File: src/design/assert_macros.svh
// ---------------------------------------------------------------------------
// assertion macros for the stack unit
// concurrent checks compile away when SYNTHESIS is defined
// ---------------------------------------------------------------------------
`ifndef ASSERT_MACROS_SVH
`define ASSERT_MACROS_SVH
`ifndef SYNTHESIS
// property holds at every clock edge out of reset
`define FBSU_ASSERT(lbl, clk, rst_n, prop) \
  lbl: assert property (@(posedge clk) disable iff (!rst_n) prop) \
    else $error("fbsu assertion failed");
// condition never seen out of reset
`define FBSU_NEVER(lbl, clk, rst_n, cond) \
  lbl: assert property (@(posedge clk) disable iff (!rst_n) !(cond)) \
    else $error("fbsu forbidden condition seen");
`else
`define FBSU_ASSERT(lbl, clk, rst_n, prop)
`define FBSU_NEVER(lbl, clk, rst_n, cond)
`endif
`endif

File: src/design/fbsu_pkg.sv
// ---------------------------------------------------------------------------
// fbsu_pkg
// opcodes, command format and state types shared by the stack unit
// ---------------------------------------------------------------------------
package fbsu_pkg;

  localparam logic [7:0] OPC_NPUSHB    = 8'h40;
  localparam logic [7:0] OPC_NPUSHW    = 8'h41;
  localparam logic [7:0] OPC_PUSHB     = 8'hB0;
  localparam logic [7:0] OPC_PUSHW     = 8'hB8;
  localparam logic [7:0] OPC_PUSH_MASK = 8'hF8;
  localparam logic [7:0] OPC_DUP       = 8'h20;
  localparam logic [7:0] OPC_POP       = 8'h21;
  localparam logic [7:0] OPC_CLEAR     = 8'h22;
  localparam logic [7:0] OPC_SWAP      = 8'h23;
  localparam logic [7:0] OPC_CINDEX    = 8'h25;
  localparam logic [7:0] OPC_MINDEX    = 8'h26;
  localparam logic [7:0] OPC_ROLL      = 8'h8A;
  localparam logic [7:0] OPC_LT        = 8'h50;
  localparam logic [7:0] OPC_LTEQ      = 8'h51;
  localparam logic [7:0] OPC_GT        = 8'h52;
  localparam logic [7:0] OPC_GTEQ      = 8'h53;
  localparam logic [7:0] OPC_EQ        = 8'h54;
  localparam logic [7:0] OPC_NEQ       = 8'h55;
  localparam logic [7:0] OPC_AND       = 8'h5A;
  localparam logic [7:0] OPC_OR        = 8'h5B;
  localparam logic [7:0] OPC_NOT       = 8'h5C;
  localparam logic [7:0] OPC_ADD       = 8'h60;
  localparam logic [7:0] OPC_SUB       = 8'h61;
  localparam logic [7:0] OPC_DIV       = 8'h62;
  localparam logic [7:0] OPC_MUL       = 8'h63;
  localparam logic [7:0] OPC_ABS       = 8'h64;
  localparam logic [7:0] OPC_NEG       = 8'h65;
  localparam logic [7:0] OPC_FLOOR     = 8'h66;
  localparam logic [7:0] OPC_CEILING   = 8'h67;
  localparam logic [7:0] OPC_MAX       = 8'h8B;
  localparam logic [7:0] OPC_MIN       = 8'h8C;
  localparam logic [7:0] OPC_WS        = 8'h42;
  localparam logic [7:0] OPC_RS        = 8'h43;
  localparam logic [7:0] OPC_GETINFO   = 8'h88;

  localparam logic [31:0] FRAC_MASK = ~32'd63;
  localparam logic [31:0] CEIL_ADD  = 32'd63;

  localparam int QUEUE_DEPTH = 4;

  typedef enum logic [2:0] {
    ST_OK, ST_UNDER, ST_OVER, ST_DIV0, ST_BADIDX, ST_UNSUP
  } status_e;

  typedef enum logic [3:0] {
    CMD_NOP, CMD_PUSH, CMD_DUP, CMD_POP, CMD_CLEAR, CMD_SWAP, CMD_CINDEX,
    CMD_MINDEX, CMD_ROLL, CMD_BIN, CMD_UNARY, CMD_WS, CMD_RS, CMD_UNSUP
  } cmd_op_e;

  typedef enum logic [4:0] {
    ALU_LT, ALU_LTEQ, ALU_GT, ALU_GTEQ, ALU_EQ, ALU_NEQ, ALU_AND, ALU_OR,
    ALU_ADD, ALU_SUB, ALU_DIV, ALU_MUL, ALU_MAX, ALU_MIN, ALU_NOT, ALU_ABS,
    ALU_NEG, ALU_FLOOR, ALU_CEIL, ALU_ZERO
  } alu_e;

  typedef struct packed {
    cmd_op_e     op;
    alu_e        alu;
    logic [31:0] val;
    logic        took;
  } cmd_t;

  typedef enum logic [2:0] {
    FS_OPC, FS_CNT_B, FS_CNT_W, FS_BYTE, FS_WHI, FS_WLO
  } front_state_e;

  typedef enum logic [3:0] {
    BS_INIT, BS_IDLE, BS_RD2, BS_EXEC, BS_MUL, BS_DIVWT, BS_MOVE_RD,
    BS_MOVE_WR, BS_WR2, BS_WR3, BS_TOPWT, BS_DONE
  } back_state_e;

endpackage

File: src/design/fbsu_queue.sv
// ---------------------------------------------------------------------------
// fbsu_queue
// short command fifo between the decoder and the execution unit
// ---------------------------------------------------------------------------
module fbsu_queue import fbsu_pkg::*; (
  input  logic clk_i,
  input  logic rst_ni,
  input  logic wr_valid_i,
  output logic wr_ready_o,
  input  cmd_t wr_data_i,
  output logic rd_valid_o,
  input  logic rd_ready_i,
  output cmd_t rd_data_o
);

  localparam int QAW = $clog2(QUEUE_DEPTH);

  cmd_t           mem_q [QUEUE_DEPTH];
  logic [QAW-1:0] wp_q, rp_q;
  logic [QAW:0]   cnt_q;
  logic           wr_en, rd_en;

  assign wr_ready_o = cnt_q != (QAW+1)'(QUEUE_DEPTH);
  assign rd_valid_o = cnt_q != '0;
  assign rd_data_o  = mem_q[rp_q];
  assign wr_en = wr_valid_i && wr_ready_o;
  assign rd_en = rd_valid_o && rd_ready_i;

  always_ff @(posedge clk_i) begin
    if (wr_en) mem_q[wp_q] <= wr_data_i;
  end

  always_ff @(posedge clk_i or negedge rst_ni) begin
    if (!rst_ni) begin
      wp_q <= '0;
      rp_q <= '0;
      cnt_q <= '0;
    end else begin
      if (wr_en) wp_q <= wp_q + QAW'(1);
      if (rd_en) rp_q <= rp_q + QAW'(1);
      if (wr_en && !rd_en) cnt_q <= cnt_q + (QAW+1)'(1);
      else if (rd_en && !wr_en) cnt_q <= cnt_q - (QAW+1)'(1);
    end
  end

endmodule

File: config.mk
export PLATFORM = sky130hd
export DESIGN_NAME = fbsu_queue
export DESIGN_NICKNAME = d
export VERILOG_FILES = /design/src/design/assert_macros.svh /design/src/design/fbsu_pkg.sv /design/src/design/fbsu_queue.sv
export SDC_FILE = /design/constraint.sdc
export NUM_CORES = 1
export LEC_CHECK = 0
export BUFFER_PORTS_ARGS = -buffer_cell sky130_fd_sc_hd__clkbuf_2
export CORE_ASPECT_RATIO = 0.8
export CORE_MARGIN = 5
export CORE_UTILIZATION = 50
export CTS_CLUSTER_DIAMETER = 30
export DETAILED_ROUTE_END_ITERATION = 12
export PLACE_DENSITY = 0.71
export SYNTH_ARGS = -nofsm -noshare
export SYNTH_HDL_FRONTEND = slang
export SYNTH_SLANG_ARGS = --single-unit
File: constraint.sdc
create_clock -name clk_i -period 3.05 [get_ports clk_i]
set_input_delay 0.61 -clock clk_i [delete_from_list [all_inputs] [get_ports clk_i]]
set_output_delay 0.61 -clock clk_i [all_outputs]
set_load 0.005 [all_outputs]
==> results_dict.tcl <==
set metrics [dict create \
    crit_family "flip-flops" \
    grtUsageTotal_pct 15.2 \
    crit_start "rp_q[1]$_DFFE_PN0P_" \
    dr_wl_met3_um 948 \
    r2r_end "cnt_q[2]$_DFFE_PN0P_" \
    wl_mm 11.0 \
    wl_met1_mm 4.76 \
    irDropWorstVdd_uv 671 \
    drive_above_1_share_pct 46.5 \
    antenna_cells 0 \
    dpl.cell_count 517 \
    status "finished clean" \
    grt_max_degree 31 \
    hold_viol 0 \
    die_width_um 138 \
    hp-class "in -> async" \
    firstDrtPassIters 4 \
    yosysSeqAreaShare_pct 80.0 \
    initial_core_util_pct 50.9 \
    p_leak_nw 2.69 \
    synth_fp_nets 307 \
    setup_tns_ns 0 \
    slew_headroom_pct 59.9 \
    tightest_slew_ns 0.601 \
    gp_congestion 0.712 \
    ios 90 \
    syn2layout_area_growth_pct 18.6 \
    cpMaxStageDelayCell "dfrtp_2" \
    post-route-period-util_pct 82.9 \
    crit_buf_inv 2 \
    pwr_density_cell_nw_per_um2 945 \
    critPathCaptureType "output port" \
    route.vias.total 2918 \
    dp_slack_ns 0.897 \
    grt_pass1_vias 3093 \
    cts.path.max_buffers 2 \
    start_kind "register" \
    avgSynthCellArea_um2 25.6 \
    fin_skew_ns 0.00716 \
    grt_antenna_before_repair 1 \
    cts_buffers 17 \
    finalPower_mw 7.32 \
    core-area_um2 12800 \
    timing.final.ws_setup_ns 0.522 \
    crit_chain "buf_12 > mux4_2 > clkbuf_2" \
    portBuffers 89 \
    post-dp-hpwl_mm 7.14 \
    yosysWarnings 0 \
    postCtsHoldBufs 0 \
    max-cap-violations 0 \
    drc 0 \
    highest_layer "met5" \
    cp_max_fo 23 \
    core.rowCount 37 \
    cp.arrival_ns 1.92 \
    ant_nets 0 \
    cts_root_buf "clkbuf_16" \
    cts_tree "done" \
    cts_htree_levels 4 \
    rsz0062_at_grt "no" \
    r2r_cells 8 \
    slew_violations 0 \
    overflow 0 \
    slowest_delay_ns 0.75 \
    post_cts_buffers 0 \
    r2r_start "cnt_q[1]$_DFFE_PN0P_" \
    criticalPathCategory "reg -> out" \
    path_clk_slew_ns 0.06 \
    die_area_um2 15500 \
    required_ns 2.44 \
    netlist_area_um2 6530 \
    vias_per_cell 5.32 \
    drt_iter0_drc 150 \
    cts.sinks 175 \
    nNetsFinal 413 \
    avgRoutedWirePerCell_um 20.1 \
    fin_cells 549 \
    finalCriticalPeriod_ns 2.53 \
    yosys_register_bits 175 \
    syn_inst 255 \
    clk_latency_ns 0.41 \
    report.final.setup_viol 0 \
    die_h_um 112 \
    reg2reg_slack_ns 0.92 \
    cts_resized 0 \
    synth_cell_types 19 \
    grt_pass1_wl_mm 17.2 \
    utilization_pct 60.4 \
    wl_met2_mm 5.19 \
    timing.fmax_mhz 396 \
]
## final cells by class
| cell class | instances | area [µm²] |
|---|---|---|
| tap | 175 | 219 |
| multi-input combinational | 67 | 1190 |
| clock buffer | 18 | 429 |
| fill | 917 | 5080 |
| sequential | 175 | 5230 |
| inverter | 3 | 11.3 |
| clock inverter | 14 | 92.6 |
| timing repair buffer | 97 | 581 |
## cells in the mapped netlist
cell type / number / area, µm²
edfxtp_1: 168 / 5040
mux4_2: 38 / 856
dfrtp_1: 7 / 175
buf_2: 5 / 25.0
ha_1: 5 / 62.6
and2_1: 4 / 25.0
buf_12: 4 / 80.1
mux4_1: 4 / 105
xnor2_1: 4 / 35.0
inv_1: 3 / 11.3
mux2_2: 2 / 22.5
nand2_1: 2 / 7.51
nor2_1: 2 / 7.51
xor2_1: 2 / 17.5
a21boi_2: 1 / 11.3
buf_6: 1 / 11.3
fa_1: 1 / 20.0
nand3_1: 1 / 5.00
or3_1: 1 / 6.26
## cells by family after synthesis
group / count (synthesis) / synth area share, %
compound gates: 1 / 0.172
xor+xnor: 6 / 0.805
fa+ha+maj: 6 / 1.26
buf+inv: 13 / 1.95
flops: 175 / 80.0
mux: 44 / 15.1
simple gates: 10 / 0.786
## flip-flops by register name (all words and copies together), names as in the netlist
| signal | cells |
|---|---|
| mem_q | 168 |
| cnt_q | 3 |
| wp_q | 2 |
| rp_q | 2 |
## worst max path at each step
stage | to | slack, ns | depth (start not counted)
after global routing | rd_data_o[24] | 0.42 | 3
after floorplan | mem_q[0][0]$_DFFE_PP_ | 0.72 | 2
after detailed placement | cnt_q[2]$_DFFE_PN0P_ | 0.90 | 8
after global placement | mem_q[3][8]$_DFFE_PP_ | 0.92 | 4
after CTS | rd_data_o[19] | 0.49 | 3
final | rd_data_o[24] | 0.52 | 3
## per-layer routing
metal / GRT usage (%) / vias up
li1: - / 1291
met1: 20.8 / 1514
met2: 22.9 / 97
met3: 6.18 / 14
met4: 4.15 / 2
met5: 0 / -
## through the flow
step / hold slack (ns) / area (µm²)
after detailed placement: 0.467 / 7220
after CTS: 0.0282 / 7740
after floorplan: 0.314 / 6530
after global placement: 0.462 / 7220
final: 0.0316 / 7740
after global routing: 0.0239 / 7740
## layout by cell type, fill, tap and decap left out
cell type	synthesis	final
edfxtp_1	168	168
clkbuf_2	0	89
mux4_2	38	38
clkbuf_16	0	17
buf_12	4	6
ha_1	5	5
clkinv_2	0	5
clkinvlp_4	0	5
dfrtp_1	7	5
and2_2	0	4
mux4_1	4	4
xnor2_1	4	4
inv_1	3	3
inv_6	0	3
nor2_1	2	2
nand2_1	2	2
mux2_2	2	2
xor2_1	2	2
buf_4	0	2
a21boi_2	1	1
or3_1	1	1
nand3_1	1	1
fa_1	1	1
clkinv_1	0	1
clkbuf_1	0	1
dfrtp_4	0	1
dfrtp_2	0	1
## report_power, final
| part | total, mW | leakage (nW) | internal (mW) | switching, mW |
|---|---|---|---|---|
| combinational | 2.04 | 0.830 | 1.06 | 0.984 |
| clock | 1.89 | 0.246 | 1.04 | 0.857 |
| sequential | 3.38 | 1.62 | 3.19 | 0.196 |
| total | 7.32 | 2.69 | 5.28 | 2.04 |
Power figures use the tool's default switching activity.
