<file path="src/design/assert_macros.svh">
// ---------------------------------------------------------------------------
// assertion macros for the stack unit
// concurrent checks compile away when SYNTHESIS is defined
// ---------------------------------------------------------------------------
`ifndef ASSERT_MACROS_SVH
`define ASSERT_MACROS_SVH
`ifndef SYNTHESIS
// property holds at every clock edge out of reset
`define FBSU_ASSERT(lbl, clk, rst_n, prop) \
  lbl: assert property (@(posedge clk) disable iff (!rst_n) prop) \
    else $error("fbsu assertion failed");
// condition never seen out of reset
`define FBSU_NEVER(lbl, clk, rst_n, cond) \
  lbl: assert property (@(posedge clk) disable iff (!rst_n) !(cond)) \
    else $error("fbsu forbidden condition seen");
`else
`define FBSU_ASSERT(lbl, clk, rst_n, prop)
`define FBSU_NEVER(lbl, clk, rst_n, cond)
`endif
`endif

</file>
<file path="src/design/fbsu_pkg.sv">
// ---------------------------------------------------------------------------
// fbsu_pkg
// opcodes, command format and state types shared by the stack unit
// ---------------------------------------------------------------------------
package fbsu_pkg;

  localparam logic [7:0] OPC_NPUSHB    = 8'h40;
  localparam logic [7:0] OPC_NPUSHW    = 8'h41;
  localparam logic [7:0] OPC_PUSHB     = 8'hB0;
  localparam logic [7:0] OPC_PUSHW     = 8'hB8;
  localparam logic [7:0] OPC_PUSH_MASK = 8'hF8;
  localparam logic [7:0] OPC_DUP       = 8'h20;
  localparam logic [7:0] OPC_POP       = 8'h21;
  localparam logic [7:0] OPC_CLEAR     = 8'h22;
  localparam logic [7:0] OPC_SWAP      = 8'h23;
  localparam logic [7:0] OPC_CINDEX    = 8'h25;
  localparam logic [7:0] OPC_MINDEX    = 8'h26;
  localparam logic [7:0] OPC_ROLL      = 8'h8A;
  localparam logic [7:0] OPC_LT        = 8'h50;
  localparam logic [7:0] OPC_LTEQ      = 8'h51;
  localparam logic [7:0] OPC_GT        = 8'h52;
  localparam logic [7:0] OPC_GTEQ      = 8'h53;
  localparam logic [7:0] OPC_EQ        = 8'h54;
  localparam logic [7:0] OPC_NEQ       = 8'h55;
  localparam logic [7:0] OPC_AND       = 8'h5A;
  localparam logic [7:0] OPC_OR        = 8'h5B;
  localparam logic [7:0] OPC_NOT       = 8'h5C;
  localparam logic [7:0] OPC_ADD       = 8'h60;
  localparam logic [7:0] OPC_SUB       = 8'h61;
  localparam logic [7:0] OPC_DIV       = 8'h62;
  localparam logic [7:0] OPC_MUL       = 8'h63;
  localparam logic [7:0] OPC_ABS       = 8'h64;
  localparam logic [7:0] OPC_NEG       = 8'h65;
  localparam logic [7:0] OPC_FLOOR     = 8'h66;
  localparam logic [7:0] OPC_CEILING   = 8'h67;
  localparam logic [7:0] OPC_MAX       = 8'h8B;
  localparam logic [7:0] OPC_MIN       = 8'h8C;
  localparam logic [7:0] OPC_WS        = 8'h42;
  localparam logic [7:0] OPC_RS        = 8'h43;
  localparam logic [7:0] OPC_GETINFO   = 8'h88;

  localparam logic [31:0] FRAC_MASK = ~32'd63;
  localparam logic [31:0] CEIL_ADD  = 32'd63;

  localparam int QUEUE_DEPTH = 4;

  typedef enum logic [2:0] {
    ST_OK, ST_UNDER, ST_OVER, ST_DIV0, ST_BADIDX, ST_UNSUP
  } status_e;

  typedef enum logic [3:0] {
    CMD_NOP, CMD_PUSH, CMD_DUP, CMD_POP, CMD_CLEAR, CMD_SWAP, CMD_CINDEX,
    CMD_MINDEX, CMD_ROLL, CMD_BIN, CMD_UNARY, CMD_WS, CMD_RS, CMD_UNSUP
  } cmd_op_e;

  typedef enum logic [4:0] {
    ALU_LT, ALU_LTEQ, ALU_GT, ALU_GTEQ, ALU_EQ, ALU_NEQ, ALU_AND, ALU_OR,
    ALU_ADD, ALU_SUB, ALU_DIV, ALU_MUL, ALU_MAX, ALU_MIN, ALU_NOT, ALU_ABS,
    ALU_NEG, ALU_FLOOR, ALU_CEIL, ALU_ZERO
  } alu_e;

  typedef struct packed {
    cmd_op_e     op;
    alu_e        alu;
    logic [31:0] val;
    logic        took;
  } cmd_t;

  typedef enum logic [2:0] {
    FS_OPC, FS_CNT_B, FS_CNT_W, FS_BYTE, FS_WHI, FS_WLO
  } front_state_e;

  typedef enum logic [3:0] {
    BS_INIT, BS_IDLE, BS_RD2, BS_EXEC, BS_MUL, BS_DIVWT, BS_MOVE_RD,
    BS_MOVE_WR, BS_WR2, BS_WR3, BS_TOPWT, BS_DONE
  } back_state_e;

endpackage

</file>
<file path="src/design/fbsu_front.sv">
// ---------------------------------------------------------------------------
// fbsu_front
// byte decoder: tracks push counts and payload bytes, classifies opcodes
// ---------------------------------------------------------------------------
module fbsu_front import fbsu_pkg::*; (
  input  logic       clk_i,
  input  logic       rst_ni,
  input  logic       accept_i,
  input  logic [7:0] code_byte_i,
  output cmd_t       cmd_o
);

  front_state_e state_q, state_d;
  logic [8:0]   rem_q, rem_d;
  logic [7:0]   hold_q, hold_d;
  logic         push_b, push_w;

  assign push_b = (code_byte_i & OPC_PUSH_MASK) == OPC_PUSHB;
  assign push_w = (code_byte_i & OPC_PUSH_MASK) == OPC_PUSHW;

  function automatic cmd_t classify(logic [7:0] b);
    cmd_t c;
    c.op = CMD_UNSUP;
    c.alu = ALU_ZERO;
    c.val = '0;
    c.took = 1'b0;
    unique case (b)
      OPC_DUP:     c.op = CMD_DUP;
      OPC_POP:     c.op = CMD_POP;
      OPC_CLEAR:   c.op = CMD_CLEAR;
      OPC_SWAP:    c.op = CMD_SWAP;
      OPC_CINDEX:  c.op = CMD_CINDEX;
      OPC_MINDEX:  c.op = CMD_MINDEX;
      OPC_ROLL:    c.op = CMD_ROLL;
      OPC_WS:      c.op = CMD_WS;
      OPC_RS:      c.op = CMD_RS;
      OPC_LT:      begin c.op = CMD_BIN; c.alu = ALU_LT; end
      OPC_LTEQ:    begin c.op = CMD_BIN; c.alu = ALU_LTEQ; end
      OPC_GT:      begin c.op = CMD_BIN; c.alu = ALU_GT; end
      OPC_GTEQ:    begin c.op = CMD_BIN; c.alu = ALU_GTEQ; end
      OPC_EQ:      begin c.op = CMD_BIN; c.alu = ALU_EQ; end
      OPC_NEQ:     begin c.op = CMD_BIN; c.alu = ALU_NEQ; end
      OPC_AND:     begin c.op = CMD_BIN; c.alu = ALU_AND; end
      OPC_OR:      begin c.op = CMD_BIN; c.alu = ALU_OR; end
      OPC_ADD:     begin c.op = CMD_BIN; c.alu = ALU_ADD; end
      OPC_SUB:     begin c.op = CMD_BIN; c.alu = ALU_SUB; end
      OPC_DIV:     begin c.op = CMD_BIN; c.alu = ALU_DIV; end
      OPC_MUL:     begin c.op = CMD_BIN; c.alu = ALU_MUL; end
      OPC_MAX:     begin c.op = CMD_BIN; c.alu = ALU_MAX; end
      OPC_MIN:     begin c.op = CMD_BIN; c.alu = ALU_MIN; end
      OPC_NOT:     begin c.op = CMD_UNARY; c.alu = ALU_NOT; end
      OPC_ABS:     begin c.op = CMD_UNARY; c.alu = ALU_ABS; end
      OPC_NEG:     begin c.op = CMD_UNARY; c.alu = ALU_NEG; end
      OPC_FLOOR:   begin c.op = CMD_UNARY; c.alu = ALU_FLOOR; end
      OPC_CEILING: begin c.op = CMD_UNARY; c.alu = ALU_CEIL; end
      OPC_GETINFO: begin c.op = CMD_UNARY; c.alu = ALU_ZERO; end
      default:     c.op = CMD_UNSUP;
    endcase
    return c;
  endfunction

  // next state
  always_comb begin
    state_d = state_q;
    if (accept_i) begin
      unique case (state_q)
        FS_OPC: begin
          if (code_byte_i == OPC_NPUSHB) state_d = FS_CNT_B;
          else if (code_byte_i == OPC_NPUSHW) state_d = FS_CNT_W;
          else if (push_b) state_d = FS_BYTE;
          else if (push_w) state_d = FS_WHI;
        end
        FS_CNT_B: state_d = (code_byte_i == 8'd0) ? FS_OPC : FS_BYTE;
        FS_CNT_W: state_d = (code_byte_i == 8'd0) ? FS_OPC : FS_WHI;
        FS_BYTE:  state_d = (rem_q == 9'd1) ? FS_OPC : FS_BYTE;
        FS_WHI:   state_d = FS_WLO;
        FS_WLO:   state_d = (rem_q == 9'd1) ? FS_OPC : FS_WHI;
        default:  state_d = FS_OPC;
      endcase
    end
  end

  // command and counters
  always_comb begin
    rem_d = rem_q;
    hold_d = hold_q;
    cmd_o = classify(code_byte_i);
    unique case (state_q)
      FS_OPC: begin
        if (code_byte_i == OPC_NPUSHB || code_byte_i == OPC_NPUSHW) begin
          cmd_o.op = CMD_NOP;
        end else if (push_b || push_w) begin
          cmd_o.op = CMD_NOP;
          rem_d = {6'd0, code_byte_i[2:0]} + 9'd1;
        end
      end
      FS_CNT_B, FS_CNT_W: begin
        cmd_o.op = CMD_NOP;
        cmd_o.took = 1'b1;
        rem_d = {1'b0, code_byte_i};
      end
      FS_BYTE: begin
        cmd_o.op = CMD_PUSH;
        cmd_o.took = 1'b1;
        cmd_o.val = {24'd0, code_byte_i};
        rem_d = rem_q - 9'd1;
      end
      FS_WHI: begin
        cmd_o.op = CMD_NOP;
        cmd_o.took = 1'b1;
        hold_d = code_byte_i;
      end
      FS_WLO: begin
        cmd_o.op = CMD_PUSH;
        cmd_o.took = 1'b1;
        cmd_o.val = {{16{hold_q[7]}}, hold_q, code_byte_i};
        rem_d = rem_q - 9'd1;
      end
      default: cmd_o.op = CMD_NOP;
    endcase
  end

  always_ff @(posedge clk_i or negedge rst_ni) begin
    if (!rst_ni) begin
      state_q <= FS_OPC;
      rem_q <= '0;
      hold_q <= '0;
    end else if (accept_i) begin
      state_q <= state_d;
      rem_q <= rem_d;
      hold_q <= hold_d;
    end
  end

endmodule

</file>
<file path="config.mk">
export PLATFORM = sky130hd
export DESIGN_NAME = fbsu_front
export DESIGN_NICKNAME = d
export VERILOG_FILES = /design/src/design/assert_macros.svh /design/src/design/fbsu_pkg.sv /design/src/design/fbsu_front.sv
export SDC_FILE = /design/constraint.sdc
export NUM_CORES = 1
export LEC_CHECK = 0
export ABC_CLOCK_PERIOD_IN_PS = 4100
export BUFFER_PORTS_ARGS = -buffer_cell sky130_fd_sc_hd__buf_4
export CAP_MARGIN = 20
export CORE_MARGIN = 2
export CORE_UTILIZATION = 25
export CTS_CLUSTER_DIAMETER = 40
export DETAILED_ROUTE_END_ITERATION = 12
export PLACE_DENSITY = 0.51
export REMOVE_ABC_BUFFERS = 1
export SYNTH_ARGS = -nofsm -noshare
export SYNTH_HDL_FRONTEND = slang
export SYNTH_SLANG_ARGS = --single-unit
</file>
<file path="constraint.sdc">
create_clock -name clk_i -period 4.1 [get_ports clk_i]
set_input_delay 0.82 -clock clk_i [delete_from_list [all_inputs] [get_ports clk_i]]
set_output_delay 0.82 -clock clk_i [all_outputs]
set_load 0.02 [all_outputs]
</file>
==> results.yml, run 1 <==
outcome:
  status: "completed"
routing:
  vias_per_cell: 5.21
  num_vias: 2156
  wl_per_cell_um: 15.3
  wirelength_um: 6320
  drc_errors: 0
  drt_iter0_markers: 94
  dr.pass1.iters: 4
  drtAntennaViolNets: 0
timing:
  setup_violations: 0
  hold_viol_final: 0
  finalCriticalPeriod_ns: 3.50
  fin_setup_tns_ns: 0
  relSlewSlack_pct: 50.0
  period_share_pct: 85.3
  fin_worst_skew_ns: 0.00641
  tightestPinTransition_ns: 0.747
  rsz0062_at_grt: "no"
  max_clock_freq_ghz: 0.286
  drv_slew: 0
die:
  ios: 53
  coreArea_mm2: 0.00864
  rows: 34
  start_util_pct: 25.6
  die_area_mm2: 0.00962
  die_h_um: 98.1
  die_w_um: 98.1
synthesis:
  ys_seq_area_share_pct: 22.6
  synth-edff-count: 0
  synth_area_leaders: "dfrtp_1 23%, buf_4 6.1%, nor2_1 4.7%, mux2_2 4.1%, nand2_1 3.7%"
  avgSynthCellArea_um2: 7.82
  yosysUniqueCellTypes: 64
  synth_top_area_cell: "dfrtp_1"
  synth_seq_cells: 20
  synth.cell_area_mm2: 0.00221
  yosys.area.top_type_share_pct: 22.6
  synthFlopType: "dfrtp_1"
  synth_cells: 283
  yosys_warnings: 0
  async_reset_ff_share_pct: 100
finish:
  final_cell_mix: "55 x buf_4, 28 x nor2_1, 22 x nand2_1"
  final_common_cell: "buf_4"
  antenna_cells: 0
  fin_nets: 324
  drive_gt1_share_pct: 25.2
  synthToLayoutAreaGrowth_pct: 15.9
  final_util_pct: 29.7
critical_path:
  r2r-start: "state_q[2]$_DFFE_PN0P_"
  crit_chain: "buf_4 > inv_1 > ha_1 > nor2_1 > nor2_1 > o31ai_1 > o2111ai_1 > o2111ai_1 > buf_4"
  worstPathArrival_ns: 2.68
  critPathLaunch: "code_byte_i[0]"
  end_kind: "output pin"
  max_stage_delay_ns: 0.36
  required_ns: 3.28
  criticalPathCategory: "in2out"
  critPathLaunchType: "input pin"
  slowest_stage: "o31ai_1"
  cp_max_fo: 9
min_path:
  min_path_type: "in2async"
cts:
  worstSkewPairLatency_ns: 0.26
  cts-root-buf: "clkbuf_8"
  cts_buffers: 3
  clkTransAtPathRegs_ns: 0.09
  htreeDepth: 1
  ctsResizeCount: 0
  tritoncts: "yes"
  cts.sinks: 20
  ctsHoldBuffers: 0
  post_cts_buffers: 0
  cts_buffer_depth: 2
grt:
  grt_pass1_wl_um: 10300
  grt.total_usage_pct: 12.8
  antenna_found_initial: 0
  first_global_vias: 1986
  grt_max_degree: 24
  grt_overflow: 0
placed_design:
  portBuffers: 52
  place_congestion: 0.861
  hpwl_um: 4640
power:
  powerDensity_mw_per_mm2: 555
  peakVddDrop_mv: 0.192
  power.leakage_uw: 0.00112
flow_run:
  maxCapViolations: 0
routing by layer:
metal	track usage, %	up-vias	part of all wire [%]
met5	0	-	0
met4	4.17	0	1.7
met3	1.43	11	5.4
met2	18.4	66	43
met1	19.9	1017	50
li1	-	1062	-
power breakdown:
group	total [uW]	leakage (uW)	internal (uW)	switching (uW)
Combinational	884	0.000842	365	519
Sequential	382	0.000249	282	99.9
Clock	159	0.0000288	85.6	73.3
critical path, delay by kind of cell:
family | cells | cell delay [ns]
AND/OR/NAND/NOR | 2 | 0.38
adder cells (fa/ha/maj) | 1 | 0.32
AO/OA/AOI/OAI | 3 | 0.75
buffers and inverters | 3 | 0.40
logic make-up after synthesis:
group                    share of synthesized area (%)
AND/OR/NAND/NOR                                   31.2
buffers and inverters                             13.0
adder cells (fa/ha/maj)                           3.39
multiplexers                                      4.97
flip-flops                                        22.6
AO/OA/AOI/OAI                                     23.6
XOR/XNOR                                          1.19
final timing paths:
kind,endpoint,slack (ns),cells after the start
hold / removal,rem_q[3]$_DFFE_PN0P_,0.43,1
min in group clk_i,hold_q[7]$_DFFE_PN0P_,0.51,1
setup reg to reg,rem_q[7]$_DFFE_PN0P_,1.74,5
max in group asynchronous,state_q[1]$_DFFE_PN0P_,3.44,1
setup / recovery,cmd_o[33],0.60,9
hold reg to reg,hold_q[7]$_DFFE_PN0P_,0.51,1
stage by stage:
stage / instances / power (uW) / hold WS, ns / instance area (um2) / setup slack [ns]
after floorplan: 247 / 960 / 0.463 / 1960 / -0.183
after global placement: 410 / 1260 / 0.480 / 2510 / 0.689
after detailed placement: 410 / 1270 / 0.491 / 2510 / 0.673
after CTS: 414 / 1430 / 0.440 / 2570 / 0.658
after global routing: 414 / 1560 / 0.453 / 2570 / 0.336
final: 414 / 1420 / 0.429 / 2570 / 0.605
flip-flops by register name, summed over array words and instances (netlist names):
name and flops:
hold_q 8, rem_q 9, state_q 3
layout make-up:
type	count	area, um2
Timing Repair Buffer	55	413
Fill cell	969	6070
Inverter	10	37.5
Clock buffer	4	55.1
Sequential cell	20	500
Tap cell	108	135
Multi-Input combinational cell	217	1430
synthesized netlist by cell type (4+ instances only):
master    instances
o21ai_0          11
buf_2             4
and2_1           11
nand3_1           9
nand4_1           4
clkbuf_1          8
dfrtp_1          20
nand2_1          22
nor2_1           28
nor4_1            5
nor3_1           10
a31oi_1           4
a21oi_1          14
mux2_2            8
nor2b_1           6
and3_1            8
o21ai_1          12
buf_4            18
inv_1            10
ha_1              6
No activity file was read; power rests on OpenSTA's default activity.
==> inputs of run 2 (changes only) <==
Settings changed: ABC_CLOCK_PERIOD_IN_PS 4100 to 3400, CORE_ASPECT_RATIO set to 0.75, CORE_UTILIZATION 25 to 35, PLACE_DENSITY 0.51 to 0.64.
Clock period 4.1 ns to 3.4 ns, I/O delays scaled along.
==> run 2 against run 1 <==
Worst hold slack got worse by 0.15 ns. Routed wire length down 2.1%. Count of clock-buffer cells in the layout shrank 1. Clock skew grew 0.0014 ns. Combinational power up 27%. Sequential share of layout area is 0.076 points lower. Setup slack lost 0.31 ns. Critical path depth stayed put. Flip-flop and latch count unchanged. Die area decreased by 27%. Critical path type unchanged. Largest power group unchanged. Highest routed layer unchanged.
==> results.yml, run 2 (synthesized netlist as in run 1, its figures left out) <==
die:
  rows: 25
  die_area_mm2: 0.00698
  coreArea_mm2: 0.00619
  die_w_um: 95.8
  start_util_pct: 35.7
  ios: 53
  die_h_um: 72.9
timing:
  relSlewSlack_pct: 55.9
  fin_worst_skew_ns: 0.00784
  finalCriticalPeriod_ns: 3.10
  drv_slew: 0
  tightestPinTransition_ns: 0.653
  hold_viol_final: 0
  setup_violations: 0
  rsz0062_at_grt: "no"
  max_clock_freq_ghz: 0.322
  period_share_pct: 91.2
  worst_slack_ns: 0.298
critical_path:
  required_ns: 2.72
  worstPathArrival_ns: 2.42
  crit_chain: "buf_4 > inv_1 > ha_1 > nor2_1 > nor2_1 > o31ai_2 > o2111ai_1 > o2111ai_1 > buf_4"
  max_stage_delay_ns: 0.31
  worst-r2r-cell-count: 6
  cp_max_fo: 9
  critPathLaunchType: "input pin"
  end_kind: "output pin"
  slowest_stage: "nor2_1"
  criticalPathCategory: "in2out"
power:
  clkPwrFrac_pct: 13.1
  power.leakage_uw: 0.00114
  power_frac_comb_pct: 62.0
  powerDensity_mw_per_mm2: 700
  seq_power_share_pct: 24.9
  swShare_pct: 46.7
  p_int_uw: 960
  peakVddDrop_mv: 0.224
  power.switching_uw: 843
finish:
  largest_register: "rem_q"
  num-fill-cells: 625
  final_cell_mix: "58 x buf_4, 28 x nor2_1, 22 x nand2_1"
  top_regs: "rem_q (9), hold_q (8), state_q (3)"
  largest_reg_flops: 9
  final_util_pct: 41.6
  drive_gt1_share_pct: 26.2
  fin_nets: 327
  synthToLayoutAreaGrowth_pct: 16.4
  antenna_cells: 0
  final_common_cell: "buf_4"
routing:
  wl_per_cell_um: 15.9
  vias_per_cell: 5.65
  num_vias: 2205
  drc_errors: 0
  drtAntennaViolNets: 0
  wirelength_um: 6190
  dr.pass1.iters: 4
  drt_iter0_markers: 174
grt:
  antenna_found_initial: 0
  first_global_vias: 1860
  grt_overflow: 0
  grt_max_degree: 24
  grt.total_usage_pct: 17.8
  grt_pass1_wl_um: 9700
cts:
  worstSkewPairLatency_ns: 0.26
  cts-root-buf: "clkbuf_8"
  cts_buffers: 3
  clkTransAtPathRegs_ns: 0.08
  htreeDepth: 1
  cts.sinks: 20
  post_cts_buffers: 0
  tritoncts: "yes"
  cts_buffer_depth: 2
placed_design:
  hpwl_um: 4520
  pre_cts_slack_ns: 0.239
  place_congestion: 0.938
  portBuffers: 52
min_path:
  min_path_type: "in2async"
outcome:
  status: "completed"
flow_run:
  maxCapViolations: 0
run 2: metrics by stage:
| stage | std cells | hold WS (ns) | TNS [ns] | total power, uW | area [um2] |
|---|---|---|---|---|---|
| detailed placement | 386 | 0.488 | 0 | 1560 | 2500 |
| global route | 390 | 0.288 | 0 | 1940 | 2580 |
| finish | 390 | 0.279 | 0 | 1800 | 2580 |
| CTS | 390 | 0.287 | 0 | 1800 | 2570 |
| floorplan | 247 | 0.384 | -12.63 | 1160 | 1960 |
| global placement | 386 | 0.482 | 0 | 1540 | 2500 |
run 2: timing repair:
action                                  4_1_cts  5_1_grt
hold buffers                                  0        0
gates resized for setup                       0        1
endpoints found under the setup margin        0        1
run 2: power by group through the flow:
| stage | registers, uW | clock network [uW] | logic, uW |
|---|---|---|---|
| 6_report | 449 | 237 | 1120 |
| 3_3_place_gp | 446 | 0 | 1100 |
| 4_1_cts | 449 | 242 | 1110 |
| 2_1_floorplan | 463 | 0 | 694 |
| 5_1_grt | 468 | 254 | 1220 |
| 3_5_place_dp | 454 | 0 | 1110 |
run 2: critical path, delay by kind of cell:
family / cells / cell delay [ns]
compound gates: 3 / 0.63
simple gates: 2 / 0.41
buf+inv: 3 / 0.39
fa+ha+maj: 1 / 0.30
run 2: final cells by class:
| class | instances | area, um2 | share of cell area [%] |
|---|---|---|---|
| clock inverter | 1 | 30.0 | 1.17 |
| clock buffer | 3 | 41.3 | 1.60 |
| tap | 81 | 101 | 3.93 |
| sequential | 20 | 500 | 19.4 |
| timing repair buffer | 58 | 435 | 16.9 |
| multi-input combinational | 217 | 1430 | 55.5 |
| inverter | 10 | 37.5 | 1.46 |
run 2: path summary, 6_finish.rpt:
path                                   startpoint                    end  slack (ns)
setup / recovery                   code_byte_i[1]              cmd_o[33]        0.30
hold / removal                             rst_ni  hold_q[6]$_DFFE_PN0P_        0.28
setup reg to reg           state_q[0]$_DFFE_PN0P_   rem_q[7]$_DFFE_PN0P_        1.34
hold reg to reg             hold_q[6]$_DFFE_PN0P_  hold_q[6]$_DFFE_PN0P_        0.50
max in group asynchronous                  rst_ni   rem_q[8]$_DFFE_PN0P_        2.90
min in group clk_i          hold_q[6]$_DFFE_PN0P_  hold_q[6]$_DFFE_PN0P_        0.50
run 2: layer usage:
layer  global-route usage (%)  vias up  part of all wire (%)
li1                         -     1064                     -
met1                     27.1     1057                    48
met2                     25.9       82                    45
met3                     4.13        2                   6.9
met4                     2.54        0                  0.15
met5                        0        -                     0
==> inputs of run 3 (changes only) <==
Settings changed: CORE_UTILIZATION 35 to 52, PLACE_DENSITY 0.64 to 0.86, SLEW_MARGIN set to 10.
==> run 3 against run 2 <==
Count of clock-buffer cells in the layout increased by 1. First-iteration DRC count increased by 33%. Clock power decreased by 23%. Design area decreased by 1.8%. Routed wire length decreased by 3.7%. Worst hold slack improved by 0.0030 ns. Via count increased by 5.3%. Register-to-register slack got worse by 0.23 ns. Non-clock buffer count increased by 1. Combinational power about the same. Critical path depth decreased by 2.
==> results.yml, run 3 (synthesized netlist as in run 1, its figures left out) <==
die:
  die_area_mm2: 0.00480
  coreArea_mm2: 0.00408
  start_util_pct: 54.3
  rows: 20
  die_h_um: 60.5
  die_w_um: 79.3
  ios: 53
finish:
  fin_nets: 328
  drive_gt1_share_pct: 26.1
  fin_cells: 365
  largest_register: "rem_q"
  final_util_pct: 62.0
  seqCellArea_um2: 500
  synthToLayoutAreaGrowth_pct: 14.3
  top_regs: "rem_q (9), hold_q (8), state_q (3)"
  multi_input_area_mm2: 0.00143
  largest_reg_flops: 9
  final_cell_mix: "59 x buf_4, 28 x nor2_1, 22 x nand2_1"
  final_common_cell: "buf_4"
  num-fill-cells: 354
  antenna_cells: 0
critical_path:
  critPathLaunchType: "input pin"
  crit_path_frequent_cell: "buf_4"
  critical-path-top-delay-family: "simple AND/OR/NAND/NOR gates"
  reg2reg_slack_ns: 1.11
  max_stage_delay_ns: 0.53
  required_ns: 2.72
  slowest_stage: "nor4b_1"
  worstPathArrival_ns: 2.48
  crit_chain: "buf_4 > nand2b_1 > nor4b_1 > o31ai_1 > and3_1 > a32oi_1 > buf_4"
  end_kind: "output pin"
  worstPathBufferInverterCount: 2
  cp_max_fo: 23
  criticalPathCategory: "in2out"
timing:
  period_share_pct: 92.8
  max_clock_freq_ghz: 0.317
  relSlewSlack_pct: 47.1
  hold_viol_final: 0
  drv_slew: 0
  finalCriticalPeriod_ns: 3.16
  fin_worst_skew_ns: 0.0106
  setup_violations: 0
  worst_slack_ns: 0.243
  tightestPinTransition_ns: 0.790
  rsz0062_at_grt: "no"
cts:
  cts-root-buf: "clkbuf_8"
  ctsHoldBuffers: 0
  worstSkewPairLatency_ns: 0.26
  post_cts_buffers: 0
  cts_buffers: 3
  ctsResizeCount: 0
  cts.sinks: 20
  clkTransAtPathRegs_ns: 0.08
  tritoncts: "yes"
  htreeDepth: 1
  cts_buffer_depth: 2
routing:
  dr.pass1.iters: 5
  num_vias: 2321
  vias_per_cell: 6.36
  wirelength_um: 5960
  wl_per_cell_um: 16.3
  drtAntennaViolNets: 0
  drt_iter0_markers: 231
  drc_errors: 0
power:
  peakVddDrop_mv: 0.350
  powerDensity_mw_per_mm2: 688
  total_power_uw: 1740
  power.leakage_uw: 0.00114
grt:
  grt.total_usage_pct: 25.5
  grt_overflow: 0
  grt_max_degree: 24
  first_global_vias: 1887
  grt_pass1_wl_um: 9580
  antenna_found_initial: 0
placed_design:
  pre_cts_slack_ns: 0.282
  place_congestion: 0.931
  hpwl_um: 4460
  dp_cells: 361
  portBuffers: 52
flow_run:
  maxCapViolations: 0
outcome:
  status: "completed"
min_path:
  min_path_type: "in2async"
==> run 3: cell types whose count changed in the layout (fill, tap and decap cells not counted), sizes merged <==
cell	before	now
clkbuf	3	4
bufinv	1	0
buf	58	59
==> run 3: cell type report <==
type	count	area share, %
multi-input combinational	217	56.3
sequential	20	19.8
timing repair buffer	59	17.5
tap	55	2.72
clock buffer	4	2.18
inverter	10	1.48
==> run 3: through the flow <==
step                hold WS [ns]  TNS, ns  area [um2]
detailed placement         0.487        0        2470
global route               0.292        0        2530
floorplan                  0.384   -12.63        1960
global placement           0.481        0        2470
CTS                        0.293        0        2530
finish                     0.282        0        2530
==> run 3: path summary, 6_finish.rpt <==
check / from / to / depth (start not counted)
worst max-delay path: code_byte_i[2] / cmd_o[38] / 7
worst min-delay path: rst_ni / rem_q[8]$_DFFE_PN0P_ / 1
worst max register to register: state_q[2]$_DFFE_PN0P_ / rem_q[7]$_DFFE_PN0P_ / 5
worst min register to register: hold_q[4]$_DFFE_PN0P_ / hold_q[4]$_DFFE_PN0P_ / 1
max in group asynchronous: rst_ni / state_q[0]$_DFFE_PN0P_ / 1
min in group clk_i: hold_q[4]$_DFFE_PN0P_ / hold_q[4]$_DFFE_PN0P_ / 1
==> run 3: power breakdown <==
group          total (uW)  internal [uW]  switching (uW)
Sequential            449            341             109
Clock                 182            103            78.8
Combinational        1110            450             659
Total                1740            894             846
==> run 3: per-layer routing <==
layer  up-vias  track usage (%)  share of wire (%)
met5         -                0                  0
li1       1067                -                  -
met2       135             37.5                 42
met1      1117             39.6                 46
met4         0             2.22               0.17
met3         2             5.95                 12
